<file path="src/isodtp_pkg.sv">
// ============================================================================
// isodtp_pkg
// Shared constants for the ISO date-time string parser: character codes,
// field widths, range limits and time zone kinds.
// ============================================================================
`default_nettype none

package isodtp_pkg;

    localparam int YEAR_W   = 21;
    localparam int MONTH_W  = 5;
    localparam int DAY_W    = 6;
    localparam int HOUR_W   = 6;
    localparam int MINUTE_W = 7;
    localparam int SECOND_W = 7;
    localparam int MILLI_W  = 11;
    localparam int ZKIND_W  = 2;
    localparam int ACCUM_W  = 20;
    localparam int COUNT_W  = 3;

    localparam logic [7:0] CHAR_T     = 8'h54;
    localparam logic [7:0] CHAR_Z     = 8'h5A;
    localparam logic [7:0] CHAR_COLON = 8'h3A;
    localparam logic [7:0] CHAR_DOT   = 8'h2E;
    localparam logic [7:0] CHAR_PLUS  = 8'h2B;
    localparam logic [7:0] CHAR_MINUS = 8'h2D;
    localparam logic [7:0] CHAR_ZERO  = 8'h30;
    localparam logic [7:0] CHAR_NINE  = 8'h39;

    localparam logic [6:0] HOUR_MAX   = 7'd24;
    localparam logic [6:0] MINUTE_MAX = 7'd59;
    localparam logic [6:0] MONTH_MIN  = 7'd1;
    localparam logic [6:0] MONTH_MAX  = 7'd12;
    localparam logic [6:0] DAY_MIN    = 7'd1;
    localparam logic [6:0] DAY_MAX    = 7'd31;

    localparam logic [COUNT_W-1:0] DIGITS_YEAR4 = 3'd4;
    localparam logic [COUNT_W-1:0] DIGITS_YEAR6 = 3'd6;
    localparam logic [COUNT_W-1:0] DIGITS_MILLI = 3'd3;
    localparam logic [COUNT_W-1:0] DIGITS_PAIR  = 3'd2;
    localparam logic [COUNT_W-1:0] DIGITS_NONE  = 3'd0;

    localparam logic [ZKIND_W-1:0] ZONE_NONE  = 2'd0;
    localparam logic [ZKIND_W-1:0] ZONE_UTC   = 2'd1;
    localparam logic [ZKIND_W-1:0] ZONE_PLUS  = 2'd2;
    localparam logic [ZKIND_W-1:0] ZONE_MINUS = 2'd3;

endpackage

`default_nettype wire

</file>
<file path="src/iso_date_time_string_parser.sv">
// ============================================================================
// iso_date_time_string_parser
// Parses an ECMAScript ISO date-time string one character per transfer and
// returns the decoded fields with a match flag on the final character.
// ============================================================================
//
//  channel | signals                               | direction | transfer
//  --------+---------------------------------------+-----------+----------------------
//  in      | in_valid, in_ready, char_byte, is_last| into      | in_valid & in_ready
//  out     | out_valid, out_ready, valid_res, ...  | out of    | out_valid & out_ready
//
//  One character per cycle while in_ready is high; the parser state updates on each input transfer.
//  The result is registered and shows on out_valid in the cycle after the
//  transfer of the character that carries is_last.
//  in_ready is low only while a result waits in the output register and
//  out_ready is low.
//  rst_n clears the parser to the start of the year with all fields absent.
//
`default_nettype none

module iso_date_time_string_parser
(
    input  wire logic                                     clk,
    input  wire logic                                     rst_n,
    input  wire logic                                     in_valid,
    output logic                                          in_ready,
    input  wire logic [7:0]                               char_byte,
    input  wire logic                                     is_last,
    output logic                                          out_valid,
    input  wire logic                                     out_ready,
    output logic                                          valid_res,
    output logic signed [isodtp_pkg::YEAR_W-1:0]          year_value,
    output logic signed [isodtp_pkg::MONTH_W-1:0]         month_value,
    output logic signed [isodtp_pkg::DAY_W-1:0]           day_value,
    output logic signed [isodtp_pkg::HOUR_W-1:0]          hour_value,
    output logic signed [isodtp_pkg::MINUTE_W-1:0]        minute_value,
    output logic signed [isodtp_pkg::SECOND_W-1:0]        second_value,
    output logic signed [isodtp_pkg::MILLI_W-1:0]         milli_value,
    output logic [isodtp_pkg::ZKIND_W-1:0]                zone_kind,
    output logic signed [isodtp_pkg::HOUR_W-1:0]          zone_hours,
    output logic signed [isodtp_pkg::MINUTE_W-1:0]        zone_minutes
);

    typedef enum logic [4:0] {
        PH_YSTART, PH_Y4, PH_Y6, PH_AYEAR, PH_MON, PH_AMON, PH_DAY, PH_ADAY,
        PH_HOUR, PH_HCOLON, PH_MIN, PH_AMIN, PH_SEC, PH_ASEC, PH_MS, PH_AMS,
        PH_ZH, PH_ZCOLON, PH_ZM, PH_AZONE
    } phase_t;

    phase_t                                       phase_reg, phase_next;
    logic [isodtp_pkg::COUNT_W-1:0]               count_reg, count_next;
    logic [isodtp_pkg::ACCUM_W-1:0]               accum_reg, accum_next;
    logic                                         neg_reg, neg_next;
    logic                                         failed_reg, failed_next;
    logic signed [isodtp_pkg::YEAR_W-1:0]         year_reg, year_next;
    logic signed [isodtp_pkg::MONTH_W-1:0]        month_reg, month_next;
    logic signed [isodtp_pkg::DAY_W-1:0]          day_reg, day_next;
    logic signed [isodtp_pkg::HOUR_W-1:0]         hour_reg, hour_next;
    logic signed [isodtp_pkg::MINUTE_W-1:0]       minute_reg, minute_next;
    logic signed [isodtp_pkg::SECOND_W-1:0]       second_reg, second_next;
    logic signed [isodtp_pkg::MILLI_W-1:0]        milli_reg, milli_next;
    logic [isodtp_pkg::ZKIND_W-1:0]               zkind_reg, zkind_next;
    logic signed [isodtp_pkg::HOUR_W-1:0]         zhours_reg, zhours_next;
    logic signed [isodtp_pkg::MINUTE_W-1:0]       zminutes_reg, zminutes_next;

    logic                                         out_valid_reg;
    logic                                         res_valid_reg;
    logic signed [isodtp_pkg::YEAR_W-1:0]         res_year_reg;
    logic signed [isodtp_pkg::MONTH_W-1:0]        res_month_reg;
    logic signed [isodtp_pkg::DAY_W-1:0]          res_day_reg;
    logic signed [isodtp_pkg::HOUR_W-1:0]         res_hour_reg;
    logic signed [isodtp_pkg::MINUTE_W-1:0]       res_minute_reg;
    logic signed [isodtp_pkg::SECOND_W-1:0]       res_second_reg;
    logic signed [isodtp_pkg::MILLI_W-1:0]        res_milli_reg;
    logic [isodtp_pkg::ZKIND_W-1:0]               res_zkind_reg;
    logic signed [isodtp_pkg::HOUR_W-1:0]         res_zhours_reg;
    logic signed [isodtp_pkg::MINUTE_W-1:0]       res_zminutes_reg;

    logic                                         in_xfer;
    logic                                         is_digit;
    logic [isodtp_pkg::COUNT_W-1:0]               need;
    logic [isodtp_pkg::COUNT_W-1:0]               count_step;
    logic [isodtp_pkg::ACCUM_W-1:0]               accum_step;
    logic [6:0]                                   pair_val;
    logic [isodtp_pkg::YEAR_W-1:0]                year_mag;
    logic                                         zone_start;
    logic                                         match_now;

    assign in_ready = !out_valid_reg || out_ready;
    assign in_xfer  = in_valid && in_ready;

    assign is_digit   = (char_byte >= isodtp_pkg::CHAR_ZERO) &&
                        (char_byte <= isodtp_pkg::CHAR_NINE);
    assign count_step = count_reg + 3'd1;
    assign accum_step = (accum_reg << 3) + (accum_reg << 1) +
                        {{(isodtp_pkg::ACCUM_W-4){1'b0}}, char_byte[3:0]};
    assign pair_val   = accum_step[6:0];
    assign year_mag   = {1'b0, accum_step};

    always_comb
    begin
        case (phase_reg)
            PH_Y4:   need = isodtp_pkg::DIGITS_YEAR4;
            PH_Y6:   need = isodtp_pkg::DIGITS_YEAR6;
            PH_MS:   need = isodtp_pkg::DIGITS_MILLI;
            PH_MON, PH_DAY, PH_HOUR, PH_MIN, PH_SEC, PH_ZH, PH_ZM:
                     need = isodtp_pkg::DIGITS_PAIR;
            default: need = isodtp_pkg::DIGITS_NONE;
        endcase
    end

    always_comb
    begin
        phase_next    = phase_reg;
        count_next    = count_reg;
        accum_next    = accum_reg;
        neg_next      = neg_reg;
        failed_next   = failed_reg;
        year_next     = year_reg;
        month_next    = month_reg;
        day_next      = day_reg;
        hour_next     = hour_reg;
        minute_next   = minute_reg;
        second_next   = second_reg;
        milli_next    = milli_reg;
        zkind_next    = zkind_reg;
        zhours_next   = zhours_reg;
        zminutes_next = zminutes_reg;
        zone_start    = 1'b0;

        if (!failed_reg)
        begin
            if (need != isodtp_pkg::DIGITS_NONE)
            begin
                if (!is_digit)
                begin
                    failed_next = 1'b1;
                end
                else if (count_step >= need)
                begin
                    accum_next = '0;
                    count_next = '0;
                    case (phase_reg)
                        PH_Y4:
                        begin
                            year_next  = year_mag;
                            phase_next = PH_AYEAR;
                        end
                        PH_Y6:
                        begin
                            year_next  = neg_reg ? -year_mag : year_mag;
                            phase_next = PH_AYEAR;
                        end
                        PH_MON:
                        begin
                            if (pair_val >= isodtp_pkg::MONTH_MIN &&
                                pair_val <= isodtp_pkg::MONTH_MAX)
                            begin
                                month_next = pair_val[isodtp_pkg::MONTH_W-1:0];
                                phase_next = PH_AMON;
                            end
                            else
                            begin
                                failed_next = 1'b1;
                            end
                        end
                        PH_DAY:
                        begin
                            if (pair_val >= isodtp_pkg::DAY_MIN &&
                                pair_val <= isodtp_pkg::DAY_MAX)
                            begin
                                day_next   = pair_val[isodtp_pkg::DAY_W-1:0];
                                phase_next = PH_ADAY;
                            end
                            else
                            begin
                                failed_next = 1'b1;
                            end
                        end
                        PH_HOUR:
                        begin
                            if (pair_val <= isodtp_pkg::HOUR_MAX)
                            begin
                                hour_next  = pair_val[isodtp_pkg::HOUR_W-1:0];
                                phase_next = PH_HCOLON;
                            end
                            else
                            begin
                                failed_next = 1'b1;
                            end
                        end
                        PH_MIN:
                        begin
                            if (pair_val <= isodtp_pkg::MINUTE_MAX)
                            begin
                                minute_next = pair_val;
                                phase_next  = PH_AMIN;
                            end
                            else
                            begin
                                failed_next = 1'b1;
                            end
                        end
                        PH_SEC:
                        begin
                            if (pair_val <= isodtp_pkg::MINUTE_MAX)
                            begin
                                second_next = pair_val;
                                phase_next  = PH_ASEC;
                            end
                            else
                            begin
                                failed_next = 1'b1;
                            end
                        end
                        PH_MS:
                        begin
                            milli_next = {1'b0, accum_step[isodtp_pkg::MILLI_W-2:0]};
                            phase_next = PH_AMS;
                        end
                        PH_ZH:
                        begin
                            if (pair_val <= isodtp_pkg::HOUR_MAX)
                            begin
                                zhours_next = pair_val[isodtp_pkg::HOUR_W-1:0];
                                phase_next  = PH_ZCOLON;
                            end
                            else
                            begin
                                failed_next = 1'b1;
                            end
                        end
                        PH_ZM:
                        begin
                            if (pair_val <= isodtp_pkg::MINUTE_MAX)
                            begin
                                zminutes_next = pair_val;
                                phase_next    = PH_AZONE;
                            end
                            else
                            begin
                                failed_next = 1'b1;
                            end
                        end
                        default:
                        begin
                            failed_next = 1'b1;
                        end
                    endcase
                end
                else
                begin
                    accum_next = accum_step;
                    count_next = count_step;
                end
            end
            else
            begin
                case (phase_reg)
                    PH_YSTART:
                    begin
                        if (char_byte == isodtp_pkg::CHAR_PLUS)
                        begin
                            neg_next   = 1'b0;
                            phase_next = PH_Y6;
                        end
                        else if (char_byte == isodtp_pkg::CHAR_MINUS)
                        begin
                            neg_next   = 1'b1;
                            phase_next = PH_Y6;
                        end
                        else if (is_digit)
                        begin
                            accum_next = {{(isodtp_pkg::ACCUM_W-4){1'b0}}, char_byte[3:0]};
                            count_next = 3'd1;
                            phase_next = PH_Y4;
                        end
                        else
                        begin
                            failed_next = 1'b1;
                        end
                    end
                    PH_AYEAR, PH_AMON:
                    begin
                        if (char_byte == isodtp_pkg::CHAR_MINUS)
                        begin
                            phase_next = (phase_reg == PH_AYEAR) ? PH_MON : PH_DAY;
                        end
                        else if (char_byte == isodtp_pkg::CHAR_T)
                        begin
                            phase_next = PH_HOUR;
                        end
                        else
                        begin
                            failed_next = 1'b1;
                        end
                    end
                    PH_ADAY:
                    begin
                        if (char_byte == isodtp_pkg::CHAR_T)
                        begin
                            phase_next = PH_HOUR;
                        end
                        else
                        begin
                            failed_next = 1'b1;
                        end
                    end
                    PH_HCOLON, PH_ZCOLON:
                    begin
                        if (char_byte == isodtp_pkg::CHAR_COLON)
                        begin
                            phase_next = (phase_reg == PH_HCOLON) ? PH_MIN : PH_ZM;
                        end
                        else
                        begin
                            failed_next = 1'b1;
                        end
                    end
                    PH_AMIN:
                    begin
                        if (char_byte == isodtp_pkg::CHAR_COLON)
                        begin
                            phase_next = PH_SEC;
                        end
                        else
                        begin
                            zone_start = 1'b1;
                        end
                    end
                    PH_ASEC:
                    begin
                        if (char_byte == isodtp_pkg::CHAR_DOT)
                        begin
                            phase_next = PH_MS;
                        end
                        else
                        begin
                            zone_start = 1'b1;
                        end
                    end
                    PH_AMS:
                    begin
                        zone_start = 1'b1;
                    end
                    default:
                    begin
                        failed_next = 1'b1;
                    end
                endcase

                if (zone_start)
                begin
                    if (char_byte == isodtp_pkg::CHAR_PLUS)
                    begin
                        zkind_next = isodtp_pkg::ZONE_PLUS;
                        phase_next = PH_ZH;
                    end
                    else if (char_byte == isodtp_pkg::CHAR_MINUS)
                    begin
                        zkind_next = isodtp_pkg::ZONE_MINUS;
                        phase_next = PH_ZH;
                    end
                    else if (char_byte == isodtp_pkg::CHAR_Z)
                    begin
                        zkind_next = isodtp_pkg::ZONE_UTC;
                        phase_next = PH_AZONE;
                    end
                    else
                    begin
                        failed_next = 1'b1;
                    end
                end
            end
        end
    end

    always_comb
    begin
        case (phase_next)
            PH_AYEAR, PH_AMON, PH_ADAY, PH_AMIN, PH_ASEC, PH_AMS, PH_AZONE:
                     match_now = !failed_next;
            default: match_now = 1'b0;
        endcase
    end

    always_ff @(posedge clk or negedge rst_n)
    begin
        if (!rst_n)
        begin
            phase_reg        <= PH_YSTART;
            count_reg        <= '0;
            accum_reg        <= '0;
            neg_reg          <= 1'b0;
            failed_reg       <= 1'b0;
            year_reg         <= '1;
            month_reg        <= '1;
            day_reg          <= '1;
            hour_reg         <= '1;
            minute_reg       <= '1;
            second_reg       <= '1;
            milli_reg        <= '1;
            zkind_reg        <= isodtp_pkg::ZONE_NONE;
            zhours_reg       <= '1;
            zminutes_reg     <= '1;
            out_valid_reg    <= 1'b0;
            res_valid_reg    <= 1'b0;
            res_year_reg     <= '1;
            res_month_reg    <= '1;
            res_day_reg      <= '1;
            res_hour_reg     <= '1;
            res_minute_reg   <= '1;
            res_second_reg   <= '1;
            res_milli_reg    <= '1;
            res_zkind_reg    <= isodtp_pkg::ZONE_NONE;
            res_zhours_reg   <= '1;
            res_zminutes_reg <= '1;
        end
        else
        begin
            if (in_xfer && is_last)
            begin
                // end of string: load the result, drop back to reset state
                out_valid_reg    <= 1'b1;
                res_valid_reg    <= match_now;
                res_year_reg     <= match_now ? year_next : '1;
                res_month_reg    <= match_now ? month_next : '1;
                res_day_reg      <= match_now ? day_next : '1;
                res_hour_reg     <= match_now ? hour_next : '1;
                res_minute_reg   <= match_now ? minute_next : '1;
                res_second_reg   <= match_now ? second_next : '1;
                res_milli_reg    <= match_now ? milli_next : '1;
                res_zkind_reg    <= match_now ? zkind_next : isodtp_pkg::ZONE_NONE;
                res_zhours_reg   <= match_now ? zhours_next : '1;
                res_zminutes_reg <= match_now ? zminutes_next : '1;
                phase_reg        <= PH_YSTART;
                count_reg        <= '0;
                accum_reg        <= '0;
                neg_reg          <= 1'b0;
                failed_reg       <= 1'b0;
                year_reg         <= '1;
                month_reg        <= '1;
                day_reg          <= '1;
                hour_reg         <= '1;
                minute_reg       <= '1;
                second_reg       <= '1;
                milli_reg        <= '1;
                zkind_reg        <= isodtp_pkg::ZONE_NONE;
                zhours_reg       <= '1;
                zminutes_reg     <= '1;
            end
            else
            begin
                if (out_valid_reg && out_ready)
                begin
                    out_valid_reg <= 1'b0;
                end

                if (in_xfer)
                begin
                    phase_reg    <= phase_next;
                    count_reg    <= count_next;
                    accum_reg    <= accum_next;
                    neg_reg      <= neg_next;
                    failed_reg   <= failed_next;
                    year_reg     <= year_next;
                    month_reg    <= month_next;
                    day_reg      <= day_next;
                    hour_reg     <= hour_next;
                    minute_reg   <= minute_next;
                    second_reg   <= second_next;
                    milli_reg    <= milli_next;
                    zkind_reg    <= zkind_next;
                    zhours_reg   <= zhours_next;
                    zminutes_reg <= zminutes_next;
                end
            end
        end
    end

    assign out_valid    = out_valid_reg;
    assign valid_res    = res_valid_reg;
    assign year_value   = res_year_reg;
    assign month_value  = res_month_reg;
    assign day_value    = res_day_reg;
    assign hour_value   = res_hour_reg;
    assign minute_value = res_minute_reg;
    assign second_value = res_second_reg;
    assign milli_value  = res_milli_reg;
    assign zone_kind    = res_zkind_reg;
    assign zone_hours   = res_zhours_reg;
    assign zone_minutes = res_zminutes_reg;

`ifndef ASSERT_OFF
    a_restart_after_last: assert property (@(posedge clk) disable iff (!rst_n)
        in_xfer && is_last |=> phase_reg == PH_YSTART && !failed_reg && count_reg == '0)
        else $error("parser not back at year start after final character");

    a_count_bound: assert property (@(posedge clk) disable iff (!rst_n)
        count_reg < isodtp_pkg::DIGITS_YEAR6)
        else $error("digit count reached a field length without closing it");

    a_fail_clears: assert property (@(posedge clk) disable iff (!rst_n)
        out_valid && !valid_res |-> year_value == '1 && month_value == '1 &&
        hour_value == '1 && milli_value == '1 && zone_kind == isodtp_pkg::ZONE_NONE &&
        zone_minutes == '1)
        else $error("failed string reports parsed fields");

    a_zone_offset: assert property (@(posedge clk) disable iff (!rst_n)
        out_valid && (zone_kind == isodtp_pkg::ZONE_NONE || zone_kind == isodtp_pkg::ZONE_UTC)
        |-> zone_hours == '1 && zone_minutes == '1)
        else $error("zone offset present without a signed zone");

    a_day_needs_month: assert property (@(posedge clk) disable iff (!rst_n)
        out_valid && month_value == '1 |-> day_value == '1)
        else $error("day reported without a month");
`endif

endmodule

`default_nettype wire
</file>
<file path="config.mk">
export PLATFORM = sky130hd
export DESIGN_NAME = iso_date_time_string_parser
export DESIGN_NICKNAME = d
export VERILOG_FILES = /design/src/isodtp_pkg.sv /design/src/iso_date_time_string_parser.sv
export SDC_FILE = /design/constraint.sdc
export NUM_CORES = 1
export LEC_CHECK = 0
export BUFFER_PORTS_ARGS = -buffer_cell sky130_fd_sc_hd__buf_2
export CAP_MARGIN = 20
export CORE_ASPECT_RATIO = 0.5
export CORE_MARGIN = 5
export CORE_UTILIZATION = 32
export CTS_BUF_LIST = sky130_fd_sc_hd__clkbuf_2 sky130_fd_sc_hd__clkbuf_4 sky130_fd_sc_hd__clkbuf_8
export DETAILED_ROUTE_END_ITERATION = 10
export MAX_ROUTING_LAYER = met4
export PLACE_DENSITY = 0.56
export RECOVER_POWER = 50
export SLEW_MARGIN = 25
export SYNTH_ARGS = -nofsm -noshare
export SYNTH_HDL_FRONTEND = slang
export SYNTH_SLANG_ARGS = --single-unit
</file>
<file path="constraint.sdc">
create_clock -name clk -period 4.03 [get_ports clk]
set_input_delay 0.6045 -clock clk [delete_from_list [all_inputs] [get_ports clk]]
set_output_delay 0.6045 -clock clk [all_outputs]
set_load 0.05 [all_outputs]
</file>
==> results.md <==
* Clock Latency Late Sink at 0.51 ns
* Max_slew headroom at -0.4998
* Commonest non-fill, non-tap cell in the layout: nor2_1
* Unique masters post-synth at 97
* Drt drc at 0
* Gr usage total at 0.1967
* H-tree Lvls at 4
* # fillers at around 3500
* Fin area at 13600 um2
* Most used DFF post-synth: dfstp_2
* Max IR drop VDD at 0.3177 mV
* Worst-Margin Slew at 2.250 ns
* Worst path required time at 4.46 ns
* Reg area at 4870 um2
* Vias per std cell at 5.351
* Post-synthesis net count at 1276
* Row cnt at 48
* First-pass GRT wire length at 58.53 mm
* Flop2flop setup slack at 0.1 ns
* Crit path arrival time at 4.36 ns
* Status: complete, but fails checks
* Total power at 7.144 mW
* Post-synth EDFFs at 0
* Post-CTS Hold Fix Bufs at 0
* Die Y-Extent at 141.7 um
* Starting density of the core at 0.3233
* I/O Pins at 94
* Clock sink count at 187
* #FFs+latches synth at approximately 190
* Finished Core Util at 0.3958
* Largest net degree at the start of global routing at 84
* Maxcap violations at 1
* Vias after detailed routing at 10180
* Die ar. at 38760 um2
* Initial antenna violation count at 0
* Setup Skew at 0.01717 ns
* Clk pin slew, worst setup/hold paths at ~0.11 ns
* WL/cell at 19.43 um
* Final nets at 1474
* Port bufs at 93
* Most frequent cells in the layout: nor2_1 (180), a21oi_1 (154), buf_4 (153)
* Synth-to-layout area growth at 22.43%
* Final Max Tran Viols at 83
* Violated checks: max-capacitance violations, max-slew violations
* Longest Clk Path Bufs at 2
* Final Hold Viols at 0
* Placed inst area at roughly 13000 um2
* Register area share after synthesis at 0.4385
* Critical Path Start Type: flop
* Die X at approximately 270 um
* Cell count after synthesis at 1216
* CTS tree: done
* Placer Congestion at approximately 0.95
* Share of cells above drive strength 1 at 0.3167
* Multi-input gate area at 5972 um2
* Hold Crit Class: in -> reg
* Yosys warns at 0
* Detailed Place HPWL at around 27 mm
* Final setup violation count at 0
* Total wire length at roughly 37 mm
* Number of global-route vias before repair at 10200
* Static leakage at 5.613 nW
* DRT antenna net count at 0
* Power Dens Cells at 525.4 nW/um2
* Core area at 34350 um2
* CP Class: reg -> reg
* Mapped Area at 11110 um2
* CP Max Fanout at 6
* 1st-iter DRT viols at 689
* Critical Path End Type: flop
* Total gr overflow at 0
* Synth Area per Inst at 9.133 um2
* # diodes at 0
* TritonCTS Buffers at 17
* Post-synth ARST share at 1.000
* Clock tree root buffer cell: clkbuf_8
* Clock period minus worst slack at 3.930 ns
* RSZ-0062 raised after global routing: yes
* Fin crit share at 0.9752
* Fmax at between 0.2 and 0.3 GHz
* Drt first pass iters at 5
-- through the flow --
step / setup TNS (ns) / hold slack, ns / setup WS (ns) / std cells
5_1_grt: -0.04269 / 0.4021 / -0.01280 / 1902
3_3_place_gp: -19.34 / 0.4483 / -0.3714 / 1866
4_1_cts: 0 / 0.1486 / 0.01394 / 1898
2_1_floorplan: 0 / 0.3089 / 0.007804 / 1216
6_report: 0 / 0.4329 / 0.09987 / 1902
3_5_place_dp: -23.40 / 0.4497 / -0.4194 / 1866
-- metal layers --
layer  global-route usage  vias up  wire [um]
li1                     -     4814          -
met1               0.2683     5126      17740
met2               0.3118      211      17220
met3              0.02940       27       1544
met4              0.04667        0        452
met5                    -        -          0
-- cell type report --
class                           count  share of cell area
Inverter                           22            0.006073
Timing Repair Buffer              252              0.1230
Clock buffer                       19             0.01877
Sequential cell                   187              0.3581
Multi-Input combinational cell    934              0.4392
Tap cell                          475             0.04371
Clock inverter                     13             0.01104
-- report_power, final --
part | total [mW] | switching [mW] | internal (mW)
Clock | 1.32 | 0.780 | 0.542
Sequential | 2.10 | 0.0946 | 2.00
Combinational | 3.72 | 2.28 | 1.45
Total | 7.14 | 3.15 | 3.99
-- cell usage after synthesis, drive strengths merged, types with 13 or more instances --
cell type	number	share of area
a21oi	156	0.071
o21ai	61	0.028
dfstp	152	0.36
nor2	182	0.062
o22a	14	0.011
inv	22	0.0074
nand2b	14	0.0079
a31oi	20	0.011
nor3	23	0.012
a21o	13	0.0088
ha	45	0.051
o32a	14	0.013
buf	22	0.012
nand3	15	0.0068
mux2i	24	0.023
xnor2	15	0.012
nand2	116	0.039
and2	14	0.0079
clkbuf	51	0.017
dfrtp	35	0.079
-- worst max-delay path, cell delays in order (launching register included) --
cell and delay (ns):
dfrtp_1 0.42, fa_1 0.54, inv_1 0.07, fa_1 0.44, nand2b_4 0.16, a21oi_2 0.19, xor2_2 0.17, or4_4 0.56
or4_4 0.43, or2_4 0.25, and4bb_1 0.33, a2bb2oi_4 0.21, a21oi_1 0.09
-- cell families after synthesis --
| kind of cell | synth area share |
|---|---|
| buf+inv | 0.03707 |
| simple gates | 0.1900 |
| fa+ha+maj | 0.05430 |
| mux | 0.02377 |
| xor+xnor | 0.02197 |
| flops | 0.4385 |
| compound gates | 0.2345 |
-- repair_timing --
item | in CTS | in global routing
pin swaps | 0 | 13
endpoints found under the setup margin | 3 | 91
resized for setup | 2 | 21
setup buffers | 0 | 4
-- path summary, 6_finish.rpt --
path	start	to	depth (start not counted)
worst max-delay path	accum_reg[0]$_DFFE_PN0P_	year_value[20]$_DFFE_PN1P_	12
worst max register to register	accum_reg[0]$_DFFE_PN0P_	year_value[20]$_DFFE_PN1P_	12
max in group asynchronous	rst_n	valid_res$_DFFE_PN0P_	2
worst min register to register	zhours_reg[5]$_DFFE_PN1P_	zhours_reg[5]$_DFFE_PN1P_	2
worst min-delay path	out_ready	out_valid$_DFFE_PN0P_	3
min in group asynchronous	rst_n	zone_kind[0]$_DFFE_PN0P_	1
(Power assumes the default switching activity.)
